$ cat src/rtl/dmx_pkg.sv
// dmx_pkg: shared types, codes and helpers for the distributed mutex node.
// No dependencies; imported by dmx_front, dmx_back and the top module.
package dmx_pkg;

  // Fixed field widths
  localparam int OP_W        = 2;
  localparam int KIND_W      = 2;
  localparam int ID_W        = 4;
  localparam int SEQ_PORT_W  = 16;
  localparam int NCOUNT_W    = 5;
  localparam int CFG_DATA_W  = 5;
  localparam int CFG_INDEX_W = 1;

  // Parameter defaults
  localparam int MAX_NODES_DEF = 16;
  localparam int SEQ_BITS_DEF  = 16;
  localparam int CMDQ_DEPTH    = 2;
  localparam int OUTQ_DEPTH    = 2;

  // Input operation codes
  localparam logic [OP_W-1:0] OP_REQ  = 2'd0;
  localparam logic [OP_W-1:0] OP_REL  = 2'd1;
  localparam logic [OP_W-1:0] OP_PREQ = 2'd2;
  localparam logic [OP_W-1:0] OP_PREP = 2'd3;

  // Result message kinds
  localparam logic [KIND_W-1:0] MSG_REQ   = 2'd0;
  localparam logic [KIND_W-1:0] MSG_REPLY = 2'd1;
  localparam logic [KIND_W-1:0] MSG_GRANT = 2'd2;

  // Configuration register indexes
  localparam logic [CFG_INDEX_W-1:0] CFG_NODE_COUNT = 1'd0;
  localparam logic [CFG_INDEX_W-1:0] CFG_OWN_ID     = 1'd1;

  typedef struct packed {
    logic [NCOUNT_W-1:0] node_count;
    logic [ID_W-1:0]     own_id;
  } cfg_t;

  typedef struct packed {
    logic [OP_W-1:0] op;
    logic [ID_W-1:0] peer_id;
  } cmd_hdr_t;

  typedef struct packed {
    logic [KIND_W-1:0]     msg_kind;
    logic [ID_W-1:0]       dest_node;
    logic [SEQ_PORT_W-1:0] seq_num;
    logic                  last;
  } res_t;

  // Group size: node_count clamped to 1..max_nodes (max_nodes <= 64).
  function automatic logic [6:0] group_size(input logic [NCOUNT_W-1:0] nc,
                                            input int max_nodes);
    logic [6:0] n;
    n = 7'(nc);
    if (n == 7'd0) n = 7'd1;
    if (32'(n) > max_nodes) n = 7'(max_nodes);
    return n;
  endfunction

endpackage

$ cat src/rtl/dmx_fifo.sv
// dmx_fifo: small flop-based FIFO used for the command and result queues.
// Depends on nothing but its parameters.
module dmx_fifo #(
  parameter int WIDTH = 8,
  parameter int DEPTH = 2
) (
  input  logic             clk,
  input  logic             rst,
  input  logic             wr_en,
  input  logic [WIDTH-1:0] wr_data,
  output logic             full,
  input  logic             rd_en,
  output logic [WIDTH-1:0] rd_data,
  output logic             empty
);
  localparam int AW = (DEPTH > 1) ? $clog2(DEPTH) : 1;
  localparam int CW = $clog2(DEPTH + 1);

  logic [WIDTH-1:0] mem [DEPTH];
  logic [AW-1:0]    wr_ptr;
  logic [AW-1:0]    rd_ptr;
  logic [CW-1:0]    count;
  logic             do_wr;
  logic             do_rd;

  assign full    = (count == CW'(DEPTH));
  assign empty   = (count == '0);
  assign do_wr   = wr_en && !full;
  assign do_rd   = rd_en && !empty;
  assign rd_data = mem[rd_ptr];

  always_ff @(posedge clk) begin
    if (do_wr) begin
      mem[wr_ptr] <= wr_data;
    end
  end

  always_ff @(posedge clk) begin
    if (rst) begin
      wr_ptr <= '0;
      rd_ptr <= '0;
      count  <= '0;
    end else begin
      if (do_wr) begin
        wr_ptr <= (wr_ptr == AW'(DEPTH - 1)) ? '0 : wr_ptr + 1'b1;
      end
      if (do_rd) begin
        rd_ptr <= (rd_ptr == AW'(DEPTH - 1)) ? '0 : rd_ptr + 1'b1;
      end
      if (do_wr && !do_rd) begin
        count <= count + 1'b1;
      end else if (do_rd && !do_wr) begin
        count <= count - 1'b1;
      end
    end
  end

  a_count_bound: assert property (@(posedge clk) disable iff (rst)
    count <= CW'(DEPTH))
    else $error("fifo count beyond depth");

  a_fill: assert property (@(posedge clk) disable iff (rst)
    do_wr && !do_rd |=> count == $past(count) + 1'b1)
    else $error("fifo count did not grow on write");

  a_drain: assert property (@(posedge clk) disable iff (rst)
    do_rd && !do_wr |=> count == $past(count) - 1'b1)
    else $error("fifo count did not shrink on read");

endmodule

$ cat src/rtl/dmx_front.sv
// dmx_front: takes input beats, drops foreign peer messages, saturates the
// peer sequence number and queues commands. Uses dmx_pkg.
module dmx_front #(
  parameter int MAX_NODES = 16,
  parameter int SEQ_BITS  = 16
) (
  input  dmx_pkg::cfg_t                   cfg,
  input  logic                            push,
  output logic                            full,
  input  logic [dmx_pkg::OP_W-1:0]        op,
  input  logic [dmx_pkg::ID_W-1:0]        peer_id,
  input  logic [dmx_pkg::SEQ_PORT_W-1:0]  peer_seq,
  input  logic                            cmdq_full,
  output logic                            cmd_push,
  output dmx_pkg::cmd_hdr_t               cmd_hdr,
  output logic [SEQ_BITS-1:0]             cmd_seq
);
  import dmx_pkg::*;

  localparam logic [SEQ_BITS-1:0] SEQ_MAX = '1;

  logic [6:0] grp;
  logic       is_peer;
  logic       foreign;

  assign grp     = group_size(cfg.node_count, MAX_NODES);
  assign is_peer = (op == OP_PREQ) || (op == OP_PREP);
  assign foreign = is_peer &&
                   ((peer_id == cfg.own_id) || (32'(peer_id) >= 32'(grp)));

  assign full     = cmdq_full;
  assign cmd_push = push && !cmdq_full && !foreign;

  assign cmd_hdr.op      = op;
  assign cmd_hdr.peer_id = peer_id;

  always_comb begin
    if (64'(peer_seq) > 64'(SEQ_MAX)) begin
      cmd_seq = SEQ_MAX;
    end else begin
      cmd_seq = SEQ_BITS'(peer_seq);
    end
  end

endmodule

$ cat src/rtl/dmx_back.sv
// dmx_back: protocol state and sequencer; executes queued commands and
// emits one result per cycle while the queue has room. Uses dmx_pkg.
module dmx_back #(
  parameter int MAX_NODES = 16,
  parameter int SEQ_BITS  = 16
) (
  input  logic                    clk,
  input  logic                    rst,
  input  dmx_pkg::cfg_t           cfg,
  input  logic                    cmd_valid,
  input  dmx_pkg::cmd_hdr_t       cmd_hdr,
  input  logic [SEQ_BITS-1:0]     cmd_seq,
  output logic                    cmd_pop,
  input  logic                    res_full,
  output logic                    res_push,
  output dmx_pkg::res_t           res
);
  import dmx_pkg::*;

  localparam int NODE_W = $clog2(MAX_NODES);
  localparam logic [SEQ_BITS-1:0]  SEQ_MAX = '1;
  localparam logic [MAX_NODES-1:0] ONE_HOT = MAX_NODES'(1);

  localparam logic [1:0] ST_IDLE = 2'd0;
  localparam logic [1:0] ST_REQ  = 2'd1;
  localparam logic [1:0] ST_REL  = 2'd2;

  logic [1:0]           state, state_next;
  logic                 requesting, requesting_next;
  logic [SEQ_BITS-1:0]  own_seq, own_seq_next;
  logic [SEQ_BITS-1:0]  highest_seen, highest_seen_next;
  logic [NODE_W-1:0]    replies_owed, replies_owed_next;
  logic [MAX_NODES-1:0] held_back, held_back_next;
  logic [NODE_W-1:0]    idx, idx_next;
  logic [NODE_W-1:0]    sent, sent_next;

  logic [6:0]           grp;
  logic [SEQ_BITS-1:0]  seq_inc;
  logic [MAX_NODES-1:0] own_onehot;
  logic [MAX_NODES-1:0] idx_onehot;
  logic [MAX_NODES-1:0] pid_onehot;
  logic                 own_hit;
  logic                 defer;
  logic                 req_last;

  assign grp        = group_size(cfg.node_count, MAX_NODES);
  assign seq_inc    = (highest_seen == SEQ_MAX) ? SEQ_MAX : highest_seen + 1'b1;
  assign own_onehot = ONE_HOT << cfg.own_id;
  assign idx_onehot = ONE_HOT << idx;
  assign pid_onehot = ONE_HOT << cmd_hdr.peer_id;
  assign own_hit    = (32'(idx) == 32'(cfg.own_id));
  assign req_last   = (7'(sent) == grp - 7'd2);
  // Peer is deferred only while requesting and with a larger (sequence, id) pair
  assign defer      = requesting &&
                      ((cmd_seq > own_seq) ||
                       ((cmd_seq == own_seq) && (cmd_hdr.peer_id > cfg.own_id)));

  always_comb begin
    state_next        = state;
    requesting_next   = requesting;
    own_seq_next      = own_seq;
    highest_seen_next = highest_seen;
    replies_owed_next = replies_owed;
    held_back_next    = held_back;
    idx_next          = idx;
    sent_next         = sent;
    cmd_pop           = 1'b0;
    res_push          = 1'b0;
    res               = '0;

    unique case (state)
      ST_IDLE: begin
        // every command emits at most one beat here, so wait for room first
        if (cmd_valid && !res_full) begin
          cmd_pop = 1'b1;
          case (cmd_hdr.op)
            OP_REQ: begin
              requesting_next   = 1'b1;
              own_seq_next      = seq_inc;
              replies_owed_next = NODE_W'(grp - 7'd1);
              if (grp == 7'd1) begin
                res_push      = 1'b1;
                res.msg_kind  = MSG_GRANT;
                res.dest_node = cfg.own_id;
                res.seq_num   = SEQ_PORT_W'(seq_inc);
                res.last      = 1'b1;
              end else begin
                state_next = ST_REQ;
                idx_next   = '0;
                sent_next  = '0;
              end
            end
            OP_REL: begin
              requesting_next = 1'b0;
              held_back_next  = held_back & ~own_onehot;
              idx_next        = '0;
              state_next      = ST_REL;
            end
            OP_PREQ: begin
              if (cmd_seq > highest_seen) begin
                highest_seen_next = cmd_seq;
              end
              if (defer) begin
                held_back_next = held_back | pid_onehot;
              end else begin
                res_push      = 1'b1;
                res.msg_kind  = MSG_REPLY;
                res.dest_node = cmd_hdr.peer_id;
                res.seq_num   = SEQ_PORT_W'(own_seq);
                res.last      = 1'b1;
              end
            end
            OP_PREP: begin
              if (requesting && (replies_owed != '0)) begin
                replies_owed_next = replies_owed - 1'b1;
                if (replies_owed == NODE_W'(1)) begin
                  res_push      = 1'b1;
                  res.msg_kind  = MSG_GRANT;
                  res.dest_node = cfg.own_id;
                  res.seq_num   = SEQ_PORT_W'(own_seq);
                  res.last      = 1'b1;
                end
              end
            end
            default: begin
              cmd_pop = 1'b1;
            end
          endcase
        end
      end
      ST_REQ: begin
        if (own_hit) begin
          idx_next = idx + 1'b1;
        end else if (!res_full) begin
          res_push      = 1'b1;
          res.msg_kind  = MSG_REQ;
          res.dest_node = ID_W'(idx);
          res.seq_num   = SEQ_PORT_W'(own_seq);
          res.last      = req_last;
          idx_next      = idx + 1'b1;
          sent_next     = sent + 1'b1;
          if (req_last) begin
            state_next = ST_IDLE;
          end
        end
      end
      ST_REL: begin
        if (held_back == '0) begin
          state_next = ST_IDLE;
        end else if ((held_back & idx_onehot) != '0) begin
          if (!res_full) begin
            held_back_next = held_back & ~idx_onehot;
            res_push       = 1'b1;
            res.msg_kind   = MSG_REPLY;
            res.dest_node  = ID_W'(idx);
            res.seq_num    = SEQ_PORT_W'(own_seq);
            res.last       = (held_back_next == '0);
            idx_next       = idx + 1'b1;
            if (held_back_next == '0) begin
              state_next = ST_IDLE;
            end
          end
        end else begin
          idx_next = idx + 1'b1;
        end
      end
      default: begin
        state_next = ST_IDLE;
      end
    endcase
  end

  always_ff @(posedge clk) begin
    if (rst) begin
      state        <= ST_IDLE;
      requesting   <= 1'b0;
      own_seq      <= '0;
      highest_seen <= '0;
      replies_owed <= '0;
      held_back    <= '0;
      idx          <= '0;
      sent         <= '0;
    end else begin
      state        <= state_next;
      requesting   <= requesting_next;
      own_seq      <= own_seq_next;
      highest_seen <= highest_seen_next;
      replies_owed <= replies_owed_next;
      held_back    <= held_back_next;
      idx          <= idx_next;
      sent         <= sent_next;
    end
  end

  a_no_push_full: assert property (@(posedge clk) disable iff (rst)
    res_push |-> !res_full)
    else $error("result pushed into full queue");

  a_pop_idle: assert property (@(posedge clk) disable iff (rst)
    cmd_pop |-> state == ST_IDLE)
    else $error("command taken while walking");

  a_req_done: assert property (@(posedge clk) disable iff (rst)
    res_push && res.last && state == ST_REQ |=> state == ST_IDLE)
    else $error("request walk did not end on final beat");

  a_rel_clears: assert property (@(posedge clk) disable iff (rst)
    cmd_pop && cmd_hdr.op == OP_REL |=> !requesting)
    else $error("release left request flag set");

endmodule

$ cat src/rtl/distributed_mutex_node_top.sv
// distributed_mutex_node_top: one Ricart-Agrawala mutual exclusion node.
// Instantiates dmx_front, dmx_fifo and dmx_back; uses dmx_pkg.
//
// Usage: input beats go in through push/full, result beats come out through
// empty/pop, both with queue semantics. Each input beat is one event: local
// request, local release, peer request or peer reply. Peer messages whose
// sender equals own_id or is outside the group are dropped at the front. A
// peer request or reply that causes a beat passes through the command queue
// and is written into the result queue when the sequencer takes it from
// there. A local request is taken from the command queue, then walks node
// indexes one per cycle, holding at a peer while the result queue is full,
// and emits one request beat per peer, skipping the own index; a release
// walks the held-back bitmap the same way. The sequencer in dmx_back writes
// at most one beat per cycle into the result queue. A two-entry command queue
// sits between the front and the sequencer, and a two-entry result queue at
// the output, so input is taken while results wait to be popped. The last
// port marks the final beat caused by one input event. Configuration
// (node_count, own_id) is written through cfg_write/cfg_index/cfg_data and
// must only change while the node is idle.
module distributed_mutex_node_top #(
  parameter int MAX_NODES = dmx_pkg::MAX_NODES_DEF,
  parameter int SEQ_BITS  = dmx_pkg::SEQ_BITS_DEF
) (
  input  logic                              clk,
  input  logic                              rst,
  // configuration
  input  logic                              cfg_write,
  input  logic [dmx_pkg::CFG_INDEX_W-1:0]   cfg_index,
  input  logic [dmx_pkg::CFG_DATA_W-1:0]    cfg_data,
  // input events
  input  logic                              push,
  output logic                              full,
  input  logic [dmx_pkg::OP_W-1:0]          op,
  input  logic [dmx_pkg::ID_W-1:0]          peer_id,
  input  logic [dmx_pkg::SEQ_PORT_W-1:0]    peer_seq,
  // results
  output logic                              empty,
  input  logic                              pop,
  output logic [dmx_pkg::KIND_W-1:0]        msg_kind,
  output logic [dmx_pkg::ID_W-1:0]          dest_node,
  output logic [dmx_pkg::SEQ_PORT_W-1:0]    seq_num,
  output logic                              last
);
  import dmx_pkg::*;

  localparam int CMD_W = $bits(cmd_hdr_t) + SEQ_BITS;
  localparam int RES_W = $bits(res_t);

  cfg_t                cfg;

  // front to command queue
  logic                cmd_push;
  cmd_hdr_t            front_hdr;
  logic [SEQ_BITS-1:0] front_seq;
  logic                cmdq_full;

  // command queue to back
  logic [CMD_W-1:0]    cmdq_rd;
  logic                cmdq_empty;
  logic                cmd_pop;
  cmd_hdr_t            back_hdr;
  logic [SEQ_BITS-1:0] back_seq;

  // back to result queue
  logic                res_push;
  res_t                res_in;
  logic                res_full;
  res_t                res_out;

  // Configuration registers; writes beyond the list do not occur (1-bit index)
  always_ff @(posedge clk) begin
    if (rst) begin
      cfg.node_count <= NCOUNT_W'(2);
      cfg.own_id     <= '0;
    end else if (cfg_write) begin
      unique case (cfg_index)
        CFG_NODE_COUNT: cfg.node_count <= cfg_data;
        CFG_OWN_ID:     cfg.own_id     <= cfg_data[ID_W-1:0];
        default:        cfg.own_id     <= cfg.own_id;
      endcase
    end
  end

  dmx_front #(
    .MAX_NODES (MAX_NODES),
    .SEQ_BITS  (SEQ_BITS)
  ) u_front (
    .cfg       (cfg),
    .push      (push),
    .full      (full),
    .op        (op),
    .peer_id   (peer_id),
    .peer_seq  (peer_seq),
    .cmdq_full (cmdq_full),
    .cmd_push  (cmd_push),
    .cmd_hdr   (front_hdr),
    .cmd_seq   (front_seq)
  );

  dmx_fifo #(
    .WIDTH (CMD_W),
    .DEPTH (CMDQ_DEPTH)
  ) u_cmdq (
    .clk     (clk),
    .rst     (rst),
    .wr_en   (cmd_push),
    .wr_data ({front_hdr, front_seq}),
    .full    (cmdq_full),
    .rd_en   (cmd_pop),
    .rd_data (cmdq_rd),
    .empty   (cmdq_empty)
  );

  assign back_hdr = cmd_hdr_t'(cmdq_rd[CMD_W-1:SEQ_BITS]);
  assign back_seq = cmdq_rd[SEQ_BITS-1:0];

  dmx_back #(
    .MAX_NODES (MAX_NODES),
    .SEQ_BITS  (SEQ_BITS)
  ) u_back (
    .clk       (clk),
    .rst       (rst),
    .cfg       (cfg),
    .cmd_valid (!cmdq_empty),
    .cmd_hdr   (back_hdr),
    .cmd_seq   (back_seq),
    .cmd_pop   (cmd_pop),
    .res_full  (res_full),
    .res_push  (res_push),
    .res       (res_in)
  );

  dmx_fifo #(
    .WIDTH (RES_W),
    .DEPTH (OUTQ_DEPTH)
  ) u_outq (
    .clk     (clk),
    .rst     (rst),
    .wr_en   (res_push),
    .wr_data (res_in),
    .full    (res_full),
    .rd_en   (pop),
    .rd_data (res_out),
    .empty   (empty)
  );

  assign msg_kind  = res_out.msg_kind;
  assign dest_node = res_out.dest_node;
  assign seq_num   = res_out.seq_num;
  assign last      = res_out.last;

endmodule
$ cat config.mk
export PLATFORM = sky130hd
export DESIGN_NAME = distributed_mutex_node_top
export DESIGN_NICKNAME = d
export VERILOG_FILES = /design/src/rtl/dmx_pkg.sv /design/src/rtl/dmx_fifo.sv /design/src/rtl/dmx_front.sv /design/src/rtl/dmx_back.sv /design/src/rtl/distributed_mutex_node_top.sv
export SDC_FILE = /design/constraint.sdc
export NUM_CORES = 1
export LEC_CHECK = 0
export ABC_AREA = 1
export BUFFER_PORTS_ARGS = -buffer_cell sky130_fd_sc_hd__buf_2
export CAP_MARGIN = 10
export CORE_MARGIN = 4
export CORE_UTILIZATION = 60
export DETAILED_ROUTE_END_ITERATION = 16
export PLACE_DENSITY_LB_ADDON = 0.15
export SLEW_MARGIN = 25
export SYNTH_ARGS = -nofsm -noshare
export SYNTH_HDL_FRONTEND = slang
export SYNTH_HIERARCHICAL = 1
export SYNTH_SLANG_ARGS = --single-unit
$ cat constraint.sdc
create_clock -name clk -period 10.2 [get_ports clk]
set_input_delay 0.51 -clock clk [delete_from_list [all_inputs] [get_ports clk]]
set_output_delay 0.51 -clock clk [all_outputs]
set_load 0.005 [all_outputs]
; ---- Yosys cells after proc, flatten, opt, wreduce, memory -nomap -nowiden
; Memories as Yosys holds them, arrays and structs flattened. A register that Yosys moved wholly into a read port is not among the register bits.
; Cells that the tools add are included.
[word_totals]
ff_bits = 80
mem_bits_rw = 90
in_bits = 33
out_inout_bits = 25
elab_cells = 211
mem_count = 2
[classes]
addsub = 14
n_lt_le_gt_ge = 5
n_eq_ne = 33
shift = 3
mux = 78
n_bitwise = 7
n_reduce_logical = 53
[mem_list]
columns = name, words, width, read_ports, rd_ports_with_merged_regs, write_ports, line_no
row1 = u_outq.mem, 2, 23, 1, 1, 1, dmx_fifo.sv:19  ; logic [WIDTH-1:0] mem [DEPTH];
row2 = u_cmdq.mem, 2, 22, 1, 1, 1, dmx_fifo.sv:19
[ops]
columns = op, count
row1 = two-way mux 23 bit, 7
row2 = one-hot mux 23 bit (3 select lines), 2
row3 = two-way mux 16 bit, 6
row4 = one-hot mux 16 bit (2 select lines), 2
row5 = AND 16 bit, 3
row6 = left shift 1 x 4 -> 16 bit (first input constant), 3
row7 = two-way mux 22 bit, 2
row8 = two-way mux 4 bit, 11
row9 = > comparator 16 bit, 2
row10 = zero test 16 bit, 2
row11 = NOT 16 bit, 2
row12 = two-way mux 2 bit, 13
row13 = one-hot mux 4 bit (2 select lines), 3
row14 = two-way mux 1 bit, 23
row15 = two-way mux 21 bit, 1
row16 = adder 16 x 1 -> 16 bit (second input constant), 1
row17 = == test 16 bit, 1
row18 = == test 16 bit (second input constant), 1
row19 = OR 16 bit, 1
row20 = nonzero test 16 bit, 1
row21 = logical AND 1 bit, 15
row22 = == test 2 bit (second input constant), 7
row23 = != test 2 bit (second input constant), 6
row24 = != test 3 bit (second input constant), 4
row25 = other kinds (38), 74

; ---- Depth between registers and ports, before layout
; Gate-level depths: netlist (run 1).
[depth]
word_depth = 14
ltp_mapped = 26
mapped_depth_nobuf = 26

; ---- Modules after synthesis
; The synthesis (run 1) kept the hierarchy.
[by_module_without_submodules]
columns = module, instances, cells_per_inst, area_per_inst_um2, seq_area_each_um2
row1 = dmx_back, 1, 1025, 6297.3, 1261.2
row2 = dmx_fifo at u_outq, 1, 108, 1915.6, 1481.4
row3 = dmx_fifo at u_cmdq, 1, 105, 1844.3, 1421.4
row4 = dmx_front, 1, 63, 389.1, 0.0
row5 = distributed_mutex_node_top, 1, 52, 387.9, 180.2

; ---- Worst setup path after synthesis (run 1)
; No wires, ideal clock.
[synth_path]
path_kind = register to register
start = register (tool-made name)
end = memory u_outq/mem[1][0] (netlist bit), enable pin
setup_ns = 0.403
arrival_time_ns = 3.255
t_required_ns = 9.797
setup_slack_ns = 6.543
path_stages_with_launch = 16
n_path_buf = 1
synth_period_minus_slack_ns = 3.657
path_cell_list = dfxtp_1 buf_6 mux2_2 ha_1 a21o_1 nor2_1 o21ai_1 nor2_1 nand2_1 nand2_1 nand2_1 nand3_1 nand2_1 a21oi_1 o21ai_2 nor2_1
[synth_rtl]
columns = element, line_no
row1 = "end, declared", dmx_fifo.sv:19

==> results.sh, run 1 <==
export IMPL_status="finished, final reports clean"
export IMPL_hp_start="peer_seq[9]"
export IMPL_skew_ns=0.0157
export IMPL_hp_class="in -> reg"
export IMPL_drv_cap=0
export IMPL_hold_path_end="u_cmdq/mem[0][9]"
export IMPL_seq_area_frac_synth=0.401
export IMPL_p_leak_nw=4.75
export IMPL_drc=0
export IMPL_drive_above_1_share=0.139
export IMPL_antenna_found_initial=0
export IMPL_slew_limit_headroom=0.323
export IMPL_setup_violations_final=0
export IMPL_wl_um=25600
export IMPL_cp_end_kind="flip-flop"
export IMPL_fin_crit_ns=4.23
export IMPL_hold_buffers=0
export IMPL_gp_congestion=0.934
export IMPL_r2r_slack_ns=5.97
export IMPL_track_usage=0.255
export IMPL_synth_most_common_cell="nand2_1"
export IMPL_fp_dieW_um=142
export IMPL_die_h_um=142
export IMPL_synthTopCellsByArea="edfxtp_1, dfxtp_1, nand2_1, ha_1, inv_1"
export IMPL_slew_viol_final=0
export IMPL_grt_pass1_vias=8170
export IMPL_synthCells=1353
export IMPL_core_sq_um=17500
export IMPL_synth_nets=1447
export IMPL_yosys_top_cells_count="nand2_1, inv_1, nor2_1, nand3_1, a21oi_1"
export IMPL_clock_sinks=172
export IMPL_tns_ns=0
export IMPL_antenna_cells=0
export IMPL_synthArstFlopShare=0
export IMPL_r2r_cells=14
export IMPL_cts_post_setup_buffers_inserted=0
export IMPL_hpwl_um=18200
export IMPL_rr_endpoint="u_outq/mem[0][22]"
export IMPL_required_ns=10.27
export IMPL_drt_first_pass_iters=5
export IMPL_grt_overflow_total=0
export IMPL_ys_warn_count=6
export IMPL_initial_core_util=0.620
export IMPL_arrival_ns=4.30
export IMPL_dp_cells=1570
export IMPL_num_rows=48
export IMPL_wire_per_inst_um=16.0
export IMPL_pin_count=58
export IMPL_period_share=0.414
export IMPL_cts_htree_levels=4
export IMPL_yosys_area_top_type="edfxtp_1"
export IMPL_synth_ff_latch_count=172
export IMPL_numCtsBuffers=17
export IMPL_grt_first_pass_wirelength_um=41600
export IMPL_power_density_nw_per_um2=248
export IMPL_clk_transition_reported_paths_ns=0.08
export IMPL_crit_type="reg -> reg"
export IMPL_antenna_left=0
export IMPL_holdPathStages=1
export IMPL_yosysTopAreaCellShare=0.249
export IMPL_grt_start_max_net_pins=45
export IMPL_cp_start_kind="flip-flop"
export IMPL_dieArea_sq_um=20300
export IMPL_synth_edf_count=90
export IMPL_synthesis_area_sq_um=10800
export IMPL_num_vias=9113
export IMPL_synth_main_ff_cell="edfxtp_1"
export IMPL_nets=1458
export IMPL_syn_avg_cell_area_sq_um=8.01
export IMPL_cts_tree="done"
export IMPL_hold_viol=0
export IMPL_rsz0062_at_grt="false"
export IMPL_root_buffer="clkbuf_16"
export IMPL_fmax_mhz=237
export IMPL_post_cts_resized=0
export IMPL_peakVddDrop_mv=0.160
export IMPL_via_per_inst=5.69
export IMPL_drt_iter0_drc=1135
export IMPL_numPortBuffers=57
export IMPL_clk_latency_ns=0.44
export IMPL_worstMarginPinSlew_ns=1.01
export IMPL_synth_distinct_cells=50
export IMPL_final_instance_count_excl_fill=1602
export IMPL_path_max_fanout=23
export IMPL_syn_to_final_growth_pct=6.72
export IMPL_clockBufferDepth=2
[how the worst max path moves through the flow]
stage	start	slack [ns]	cells past startpoint	endpoint
after floorplan	flip-flop	6.54	15	u_outq/mem[1][0]
after global placement	flip-flop	5.83	14	u_outq/mem[1][10]
after detailed placement	flip-flop	6.05	14	u_outq/mem[0][10]
after CTS	flip-flop	6.02	14	u_outq/mem[0][20]
after global routing	flip-flop	5.66	14	u_outq/mem[1][0]
final	flip-flop	5.97	14	u_outq/mem[0][22]
[placed cells by master (no fill, tap or decap), types with 7 or more instances in the layout]
| master | netlist | final |
|---|---|---|
| nor2_4 | 3 | 7 |
| xor2_1 | 14 | 14 |
| o21ai_0 | 85 | 85 |
| dfxtp_1 | 82 | 82 |
| nor3_1 | 8 | 8 |
| nand3_1 | 120 | 119 |
| xnor2_1 | 9 | 9 |
| nand4_1 | 24 | 24 |
| o211ai_1 | 12 | 12 |
| inv_2 | 10 | 10 |
| edfxtp_1 | 90 | 90 |
| nand2_1 | 226 | 226 |
| a21oi_1 | 91 | 91 |
| clkbuf_16 | 0 | 17 |
| inv_1 | 163 | 163 |
| a31oi_1 | 19 | 19 |
| buf_2 | 6 | 57 |
| ha_1 | 61 | 61 |
| mux2_2 | 45 | 45 |
| nor2_1 | 156 | 152 |
| a21oi_2 | 9 | 9 |
[registers in the layout, summed over array words and instances, names as in the netlist, named ones only]
name and cells:
u_outq/mem 46, u_cmdq/mem 44, u_back/held_back 16, u_back/highest_seen 16, u_back/own_seq 16, cfg 9
u_back/idx 4, u_back/replies_owed 4, u_back/sent 4, u_back/state 2, u_cmdq/count 2, u_outq/count 2
u_back/requesting 1, u_cmdq/rd_ptr 1, u_cmdq/wr_ptr 1, u_outq/rd_ptr 1, u_outq/wr_ptr 1
[metal layers]
metal  vias to the layer above  track usage  routed length [um]
met1                      4161        0.388               12200
met5                         -            0                   0
met3                        39       0.0521                2080
li1                       4560            -                   -
met4                         0       0.0665                 398
met2                       353        0.371               10900
[logic make-up after synthesis]
kind of cell,count (synthesis),share of synthesized area
AO/OA/AOI/OAI,244,0.129
multiplexers,45,0.0468
AND/OR/NAND/NOR,564,0.230
adder cells (fa/ha/maj),61,0.0704
flip-flops,172,0.401
buffers and inverters,244,0.105
XOR/XNOR,23,0.0186
[area by class of cell]
| cell class | count | area, sq um |
|---|---|---|
| flip-flops and latches | 172 | 4340 |
| multi-input cells | 937 | 5390 |
| repair buffers | 58 | 293 |
| clock inverters | 14 | 148 |
| clock buffers | 18 | 429 |
| well taps | 225 | 282 |
| fillers | 1473 | 5910 |
| inverters | 178 | 676 |
[critical path, stage by stage (launching register included)]
cell and delay (ns):
dfxtp_1 0.98, mux2_2 0.45, ha_1 0.30, nand2_1 0.07, nor2_1 0.18, nand2_1 0.13, nor2_1 0.13, a21oi_1 0.07
nand2_1 0.27, nand2_1 0.14, nand3_1 0.10, nand2_1 0.08, a21oi_1 0.22, o21ai_2 0.15, nor2_4 0.54
[power breakdown]
group          switching, mW  internal (mW)
Combinational          0.781          0.435
Sequential             0.140          0.882
Clock                  0.307          0.326
Total                   1.23           1.64
[per-stage QoR]
stage | utilization | hold slack (ns) | power [mW] | area (sq um) | setup slack (ns)
floorplan | - | 0.455 | 1.93 | 10800 | 6.54
global placement | 0.627 | 0.487 | 2.18 | 11000 | 5.83
detailed placement | 0.629 | 0.482 | 2.22 | 11000 | 6.05
CTS | 0.662 | 0.234 | 2.86 | 11600 | 6.02
global route | 0.662 | 0.229 | 3.09 | 11600 | 5.66
finish | 0.662 | 0.247 | 2.87 | 11600 | 5.97
Note: power is estimated with default switching activity, not from simulation.
==> run 2, diff against run 1 <==
--- a/config.mk
+++ b/config.mk
@@ -9,7 +9,7 @@
 export BUFFER_PORTS_ARGS = -buffer_cell sky130_fd_sc_hd__buf_2
 export CAP_MARGIN = 10
 export CORE_MARGIN = 4
-export CORE_UTILIZATION = 60
+export CORE_UTILIZATION = 56
 export DETAILED_ROUTE_END_ITERATION = 16
 export PLACE_DENSITY_LB_ADDON = 0.15
 export SLEW_MARGIN = 25
==> constraint.sdc (replaced) <==
create_clock -name clk -period 3.8 [get_ports clk]
set_input_delay 0.19 -clock clk [delete_from_list [all_inputs] [get_ports clk]]
set_output_delay 0.19 -clock clk [all_outputs]
set_load 0.005 [all_outputs]
==> run 2 against run 1 <==
  * Via count is 1.0% higher
  * Core utilization decreased by 2.9 points
  * Combinational power rose to 2.8 times the previous value
  * Clock skew fell by 0.0043 ns
  * Critical path depth grew 8
  * Sequential cell count is the same
  * First-iteration DRC count decreased by 26%
  * Final area grew 3.4%
  * Largest cell class unchanged
==> results.sh, run 2 (synthesis gave the netlist of run 1 again) <==
export IMPL_pin_count=58
export IMPL_p_sw_frac=0.423
export IMPL_fin_crit_ns=3.37
export IMPL_die_h_um=147
export IMPL_slew_viol_final=0
export IMPL_dieArea_sq_um=21600
export IMPL_p_total_mw=7.84
export IMPL_antenna_cells=0
export IMPL_crit_type="reg -> reg"
export IMPL_hp_start="cfg_data[1]"
export IMPL_status="finished, final reports clean"
export IMPL_grt_start_max_net_pins=38
export IMPL_drt_iter0_drc=841
export IMPL_r2r_slack_ns=0.43
export IMPL_hpwl_um=18900
export IMPL_grt_overflow_total=0
export IMPL_via_per_inst=5.49
export IMPL_wl_met3_um=2030
export IMPL_num_vias=9208
export IMPL_final_cell_mix="nand2_1, inv_1, nor2_1"
export IMPL_required_ns=4.18
export IMPL_cp_start_kind="flip-flop"
export IMPL_drv_cap=0
export IMPL_clockBufferDepth=2
export IMPL_top_layer="met4"
export IMPL_fin_hold_ws_ns=0.0104
export IMPL_grt_pass1_vias=8287
export IMPL_power_density_nw_per_um2=656
export IMPL_hp_class="in -> reg"
export IMPL_path_max_fanout=22
export IMPL_fmax_mhz=297
export IMPL_p_leak_nw=4.94
export IMPL_drive_above_1_share=0.148
export IMPL_pwr_share_clk=0.226
export IMPL_drt_first_pass_iters=6
export IMPL_cts_htree_levels=4
export IMPL_post_cts_resized=0
export IMPL_met1_length_um=13000
export IMPL_period_share=0.887
export IMPL_syn_to_final_growth_pct=10.3
export IMPL_final_util=0.633
export IMPL_largest_reg_flops=46
export IMPL_hold_viol=0
export IMPL_hold_buffers=20
export IMPL_core_sq_um=18900
export IMPL_arrival_ns=3.75
export IMPL_tns_ns=0
export IMPL_drc=0
export IMPL_routed_wl_met2_um=10900
export IMPL_holdPathStages=3
export IMPL_initial_core_util=0.573
export IMPL_mostFrequentLayoutCell="nand2_1"
export IMPL_regMostFlops="u_outq/mem"
export IMPL_setup_violations_final=0
export IMPL_clk_transition_reported_paths_ns=0.07
export IMPL_seqPwrFrac=0.345
export IMPL_gp_congestion=0.907
export IMPL_internal_power_mw=4.52
export IMPL_skew_ns=0.0114
export IMPL_root_buffer="clkbuf_16"
export IMPL_numCtsBuffers=17
export IMPL_rsz0062_at_grt="false"
export IMPL_fp_dieW_um=147
export IMPL_numPortBuffers=57
export IMPL_cp_end_kind="flip-flop"
export IMPL_reg_largest_list="u_outq/mem (46), u_cmdq/mem (44)"
export IMPL_track_usage=0.244
export IMPL_place_area_sq_um=11100
export IMPL_cts_tree="done"
export IMPL_num_rows=50
export IMPL_nets=1498
export IMPL_final_area_sq_um=12000
export IMPL_nFillCells=1698
export IMPL_antenna_found_initial=0
export IMPL_wire_per_inst_um=15.7
export IMPL_comb_power_share=0.428
export IMPL_grt_first_pass_wirelength_um=43000
export IMPL_cts_post_setup_buffers_inserted=0
export IMPL_clk_latency_ns=0.44
export IMPL_antenna_left=0
export IMPL_wl_um=26300
export IMPL_power_switching_mw=3.31
export IMPL_slew_limit_headroom=0.329
export IMPL_rr_endpoint="u_outq/count[1]"
export IMPL_clock_sinks=172
export IMPL_worstMarginPinSlew_ns=1.00
export IMPL_r2r_cells=22
export IMPL_peakVddDrop_mv=0.466
export IMPL_hold_path_end="cfg[5]"
[run 2: changes by cell type in the layout (fill, tap and decap cells not counted), moves of 2 or more]
| cell | previous run | this run |
|---|---|---|
| dlygate4sd3_1 | 0 | 22 |
| buf_4 | 1 | 19 |
| nor2_2 | 6 | 10 |
| nor2_4 | 7 | 3 |
| inv_6 | 3 | 5 |
| inv_8 | 5 | 3 |
[run 2: worst max path at each step]
stage	from	endpoint	slack, ns	cells after the start
detailed placement	flip-flop	u_outq/count[1]	0.50	22
floorplan	flip-flop	u_outq/mem[1][0]	0.14	15
finish	flip-flop	u_outq/count[1]	0.43	22
global placement	flip-flop	u_outq/count[1]	0.56	22
global route	flip-flop	u_outq/count[1]	0.12	22
CTS	flip-flop	u_outq/count[1]	0.48	22
[run 2: final cells by class]
type                    instances  area (sq um)  area share
inverters                     178           676      0.0565
well taps                     260           325      0.0272
clock inverters                14           170      0.0142
multi-input cells             937          5370       0.449
clock buffers                  17           425      0.0356
flip-flops and latches        172          4340       0.363
repair buffers                 98           648      0.0542
[run 2: per-stage QoR]
step / setup WS (ns) / std cells
global route: 0.121 / 1676
global placement: 0.556 / 1623
CTS: 0.477 / 1674
detailed placement: 0.498 / 1623
floorplan: 0.143 / 1353
finish: 0.428 / 1676
[run 2: worst max-delay path, stage by stage (launching register included)]
cell     delay [ns]
dfxtp_1        0.31
buf_4          0.29
mux2_2         0.40
ha_1           0.31
nand2_1        0.07
nor2_1         0.16
nand2_1        0.11
o21ai_1        0.14
nor2_1         0.05
nand2_1        0.05
nand2_1        0.09
nand2_1        0.11
nand3_1        0.10
nand2_1        0.10
a21oi_1        0.09
o21ai_2        0.16
inv_1          0.11
ha_1           0.33
inv_1          0.08
nand3_1        0.07
nand2_1        0.06
inv_1          0.04
nor2_1         0.08
[run 2: power groups by stage]
stage	Combinational [mW]	Clock (mW)	Sequential (mW)
2_1_floorplan	2.58	0	2.62
4_1_cts	3.30	1.80	2.69
5_1_grt	3.78	1.89	2.74
6_report	3.36	1.77	2.71
3_5_place_dp	3.26	0	2.73
3_3_place_gp	3.21	0	2.73
[run 2: per-layer routing]
metal	global-route usage	vias up
met4	0.0680	0
met1	0.373	4193
met2	0.348	348
met5	0	-
li1	-	4625
met3	0.0540	42
==> run 3, diff against run 2 <==
--- a/config.mk
+++ b/config.mk
@@ -6,10 +6,11 @@
 export NUM_CORES = 1
 export LEC_CHECK = 0
 export ABC_AREA = 1
+export ABC_CLOCK_PERIOD_IN_PS = 4300
 export BUFFER_PORTS_ARGS = -buffer_cell sky130_fd_sc_hd__buf_2
 export CAP_MARGIN = 10
 export CORE_MARGIN = 4
-export CORE_UTILIZATION = 56
+export CORE_UTILIZATION = 60
 export DETAILED_ROUTE_END_ITERATION = 16
 export PLACE_DENSITY_LB_ADDON = 0.15
 export SLEW_MARGIN = 25
==> constraint.sdc (replaced) <==
create_clock -name clk -period 4.3 [get_ports clk]
set_input_delay 0.215 -clock clk [delete_from_list [all_inputs] [get_ports clk]]
set_output_delay 0.215 -clock clk [all_outputs]
set_load 0.005 [all_outputs]
==> run 3 against run 2 <==
  * Hold slack better by 0.015 ns
  * Cell count down 2.6%
  * Die area down 6.3%
  * Via count up 0.87%
  * Routed wire length down 0.76%
  * Register-to-register slack better by 0.33 ns
  * Critical path type unchanged
  * Sequential share of layout area up 0.31 points
  * Sequential cell count unchanged
  * Combinational power down 12%
  * Global-route usage up 1.8 points
  * Largest power group unchanged
  * Sequential power down 12%
  * Critical endpoint unchanged
  * Maximum frequency down 4.7%
==> results.sh, run 3 (synthesis gave the netlist of run 1 again) <==
export IMPL_post_cts_resized=0
export IMPL_pin_count=58
export IMPL_clockBufferDepth=2
export IMPL_grt_first_pass_wirelength_um=43000
export IMPL_rsz0062_at_grt="false"
export IMPL_layout_setup_ws_ns=0.761
export IMPL_num_vias=9288
export IMPL_grt_pass1_vias=8502
export IMPL_wire_per_inst_um=16.0
export IMPL_dp_cells=1582
export IMPL_slowest_stage="mux2_2"
export IMPL_crit_buf_inv=4
export IMPL_numPortBuffers=57
export IMPL_largest_reg_flops=46
export IMPL_drt_iter0_drc=891
export IMPL_drt_first_pass_iters=6
export IMPL_via_per_inst=5.69
export IMPL_regMostFlops="u_outq/mem"
export IMPL_gp_congestion=0.981
export IMPL_p_leak_nw=4.90
export IMPL_worstMarginPinSlew_ns=0.995
export IMPL_fmax_mhz=283
export IMPL_hpwl_um=18600
export IMPL_grt_overflow_total=0
export IMPL_drv_cap=0
export IMPL_antenna_cells=0
export IMPL_antenna_found_initial=0
export IMPL_cp_end_kind="flip-flop"
export IMPL_hp_class="in -> reg"
export IMPL_reg_largest_list="u_outq/mem (46), u_cmdq/mem (44)"
export IMPL_setup_violations_final=0
export IMPL_core_sq_um=17500
export IMPL_die_h_um=142
export IMPL_fp_dieW_um=142
export IMPL_root_buffer="clkbuf_16"
export IMPL_required_ns=4.67
export IMPL_syn_to_final_growth_pct=9.40
export IMPL_clk_transition_reported_paths_ns=0.07
export IMPL_cp_start_kind="flip-flop"
export IMPL_tns_ns=0
export IMPL_dieArea_sq_um=20300
export IMPL_antenna_left=0
export IMPL_power_density_nw_per_um2=585
export IMPL_drc=0
export IMPL_worstPathCellList="buf_4, mux2_2, ha_1, nand2_1, nor2_1, nand2_1, o21ai_1, nor2_1, nand2_1, nand2_1, nand2_1, nand3_1, nand2_1, a21oi_1, o21ai_2, inv_1, ha_1, inv_1, nand3_1, nand2_1, inv_1, nor2_1"
export IMPL_arrival_ns=3.91
export IMPL_nets=1488
export IMPL_numCtsBuffers=17
export IMPL_cp_top_family="simple AND/OR/NAND/NOR gates"
export IMPL_dp_slack_ns=0.807
export IMPL_wl_um=26100
export IMPL_initial_core_util=0.620
export IMPL_period_share=0.823
export IMPL_peakVddDrop_mv=0.378
export IMPL_mostFrequentLayoutCell="nand2_1"
export IMPL_fin_crit_ns=3.54
export IMPL_final_util=0.678
export IMPL_drive_above_1_share=0.146
export IMPL_path_max_fanout=22
export IMPL_final_cell_mix="nand2_1, inv_1, nor2_1"
export IMPL_skew_ns=0.0112
export IMPL_grt_start_max_net_pins=45
export IMPL_cts_htree_levels=4
export IMPL_clock_sinks=172
export IMPL_slew_viol_final=0
export IMPL_worst_path_most_repeated_cell="nand2_1"
export IMPL_crit_type="reg -> reg"
export IMPL_slowest_delay_ns=0.41
export IMPL_cts_tree="done"
export IMPL_hold_viol=0
export IMPL_final_instance_count_excl_fill=1632
export IMPL_num_rows=48
export IMPL_slew_limit_headroom=0.336
export IMPL_clk_latency_ns=0.43
export IMPL_track_usage=0.262
export IMPL_status="finished, final reports clean"
==> run 3: cell count changes in the layout (fill, tap and decap cells not counted), sizes merged <==
| cell | delta |
|---|---|
| buf | -6 |
| dlygate4sd3 | -4 |
| clkinv | +3 |
| inv | -2 |
==> run 3: where the power goes <==
| group | switching [mW] | internal [mW] |
|---|---|---|
| Sequential | 0.300 | 2.09 |
| Combinational | 1.90 | 1.07 |
| Clock | 0.745 | 0.839 |
==> run 3: layout make-up <==
| class | instances | area [sq um] |
|---|---|---|
| timing repair buffer | 88 | 563 |
| clock buffer | 17 | 425 |
| clock inverter | 15 | 196 |
| inverter | 178 | 676 |
| fill | 1457 | 5620 |
| multi-input combinational | 937 | 5370 |
| tap | 225 | 282 |
| sequential | 172 | 4340 |
==> run 3: worst paths after layout <==
kind,slack (ns),endpoint,startpoint,cells after the start
worst max-delay path,0.76,u_outq/count[1],flip-flop,22
worst min-delay path,0.03,u_cmdq/mem[1][17],peer_id[1],1
worst max register to register,0.76,u_outq/count[1],flip-flop,22
worst min register to register,0.50,u_back/requesting,u_back/requesting,2
==> run 3: per-stage QoR <==
stage	hold slack, ns	instance area [sq um]	total power, mW
floorplan	0.284	10800	4.59
global placement	0.402	11100	5.21
detailed placement	0.406	11100	5.28
CTS	0.0189	11900	6.89
global route	0.0290	11900	7.45
finish	0.0254	11900	6.94
==> run 3: timing repair <==
action,CTS,global route
setup buffers,0,0
hold buffers,18,0
endpoints found under the hold margin,36,0
==> run 3: metal layers <==
metal | part of all wire | vias to the layer above | track usage
met5 | 0 | - | 0
met4 | 0.013 | 0 | 0.0660
met3 | 0.084 | 34 | 0.0487
met2 | 0.43 | 370 | 0.390
met1 | 0.47 | 4277 | 0.395
li1 | - | 4607 | -
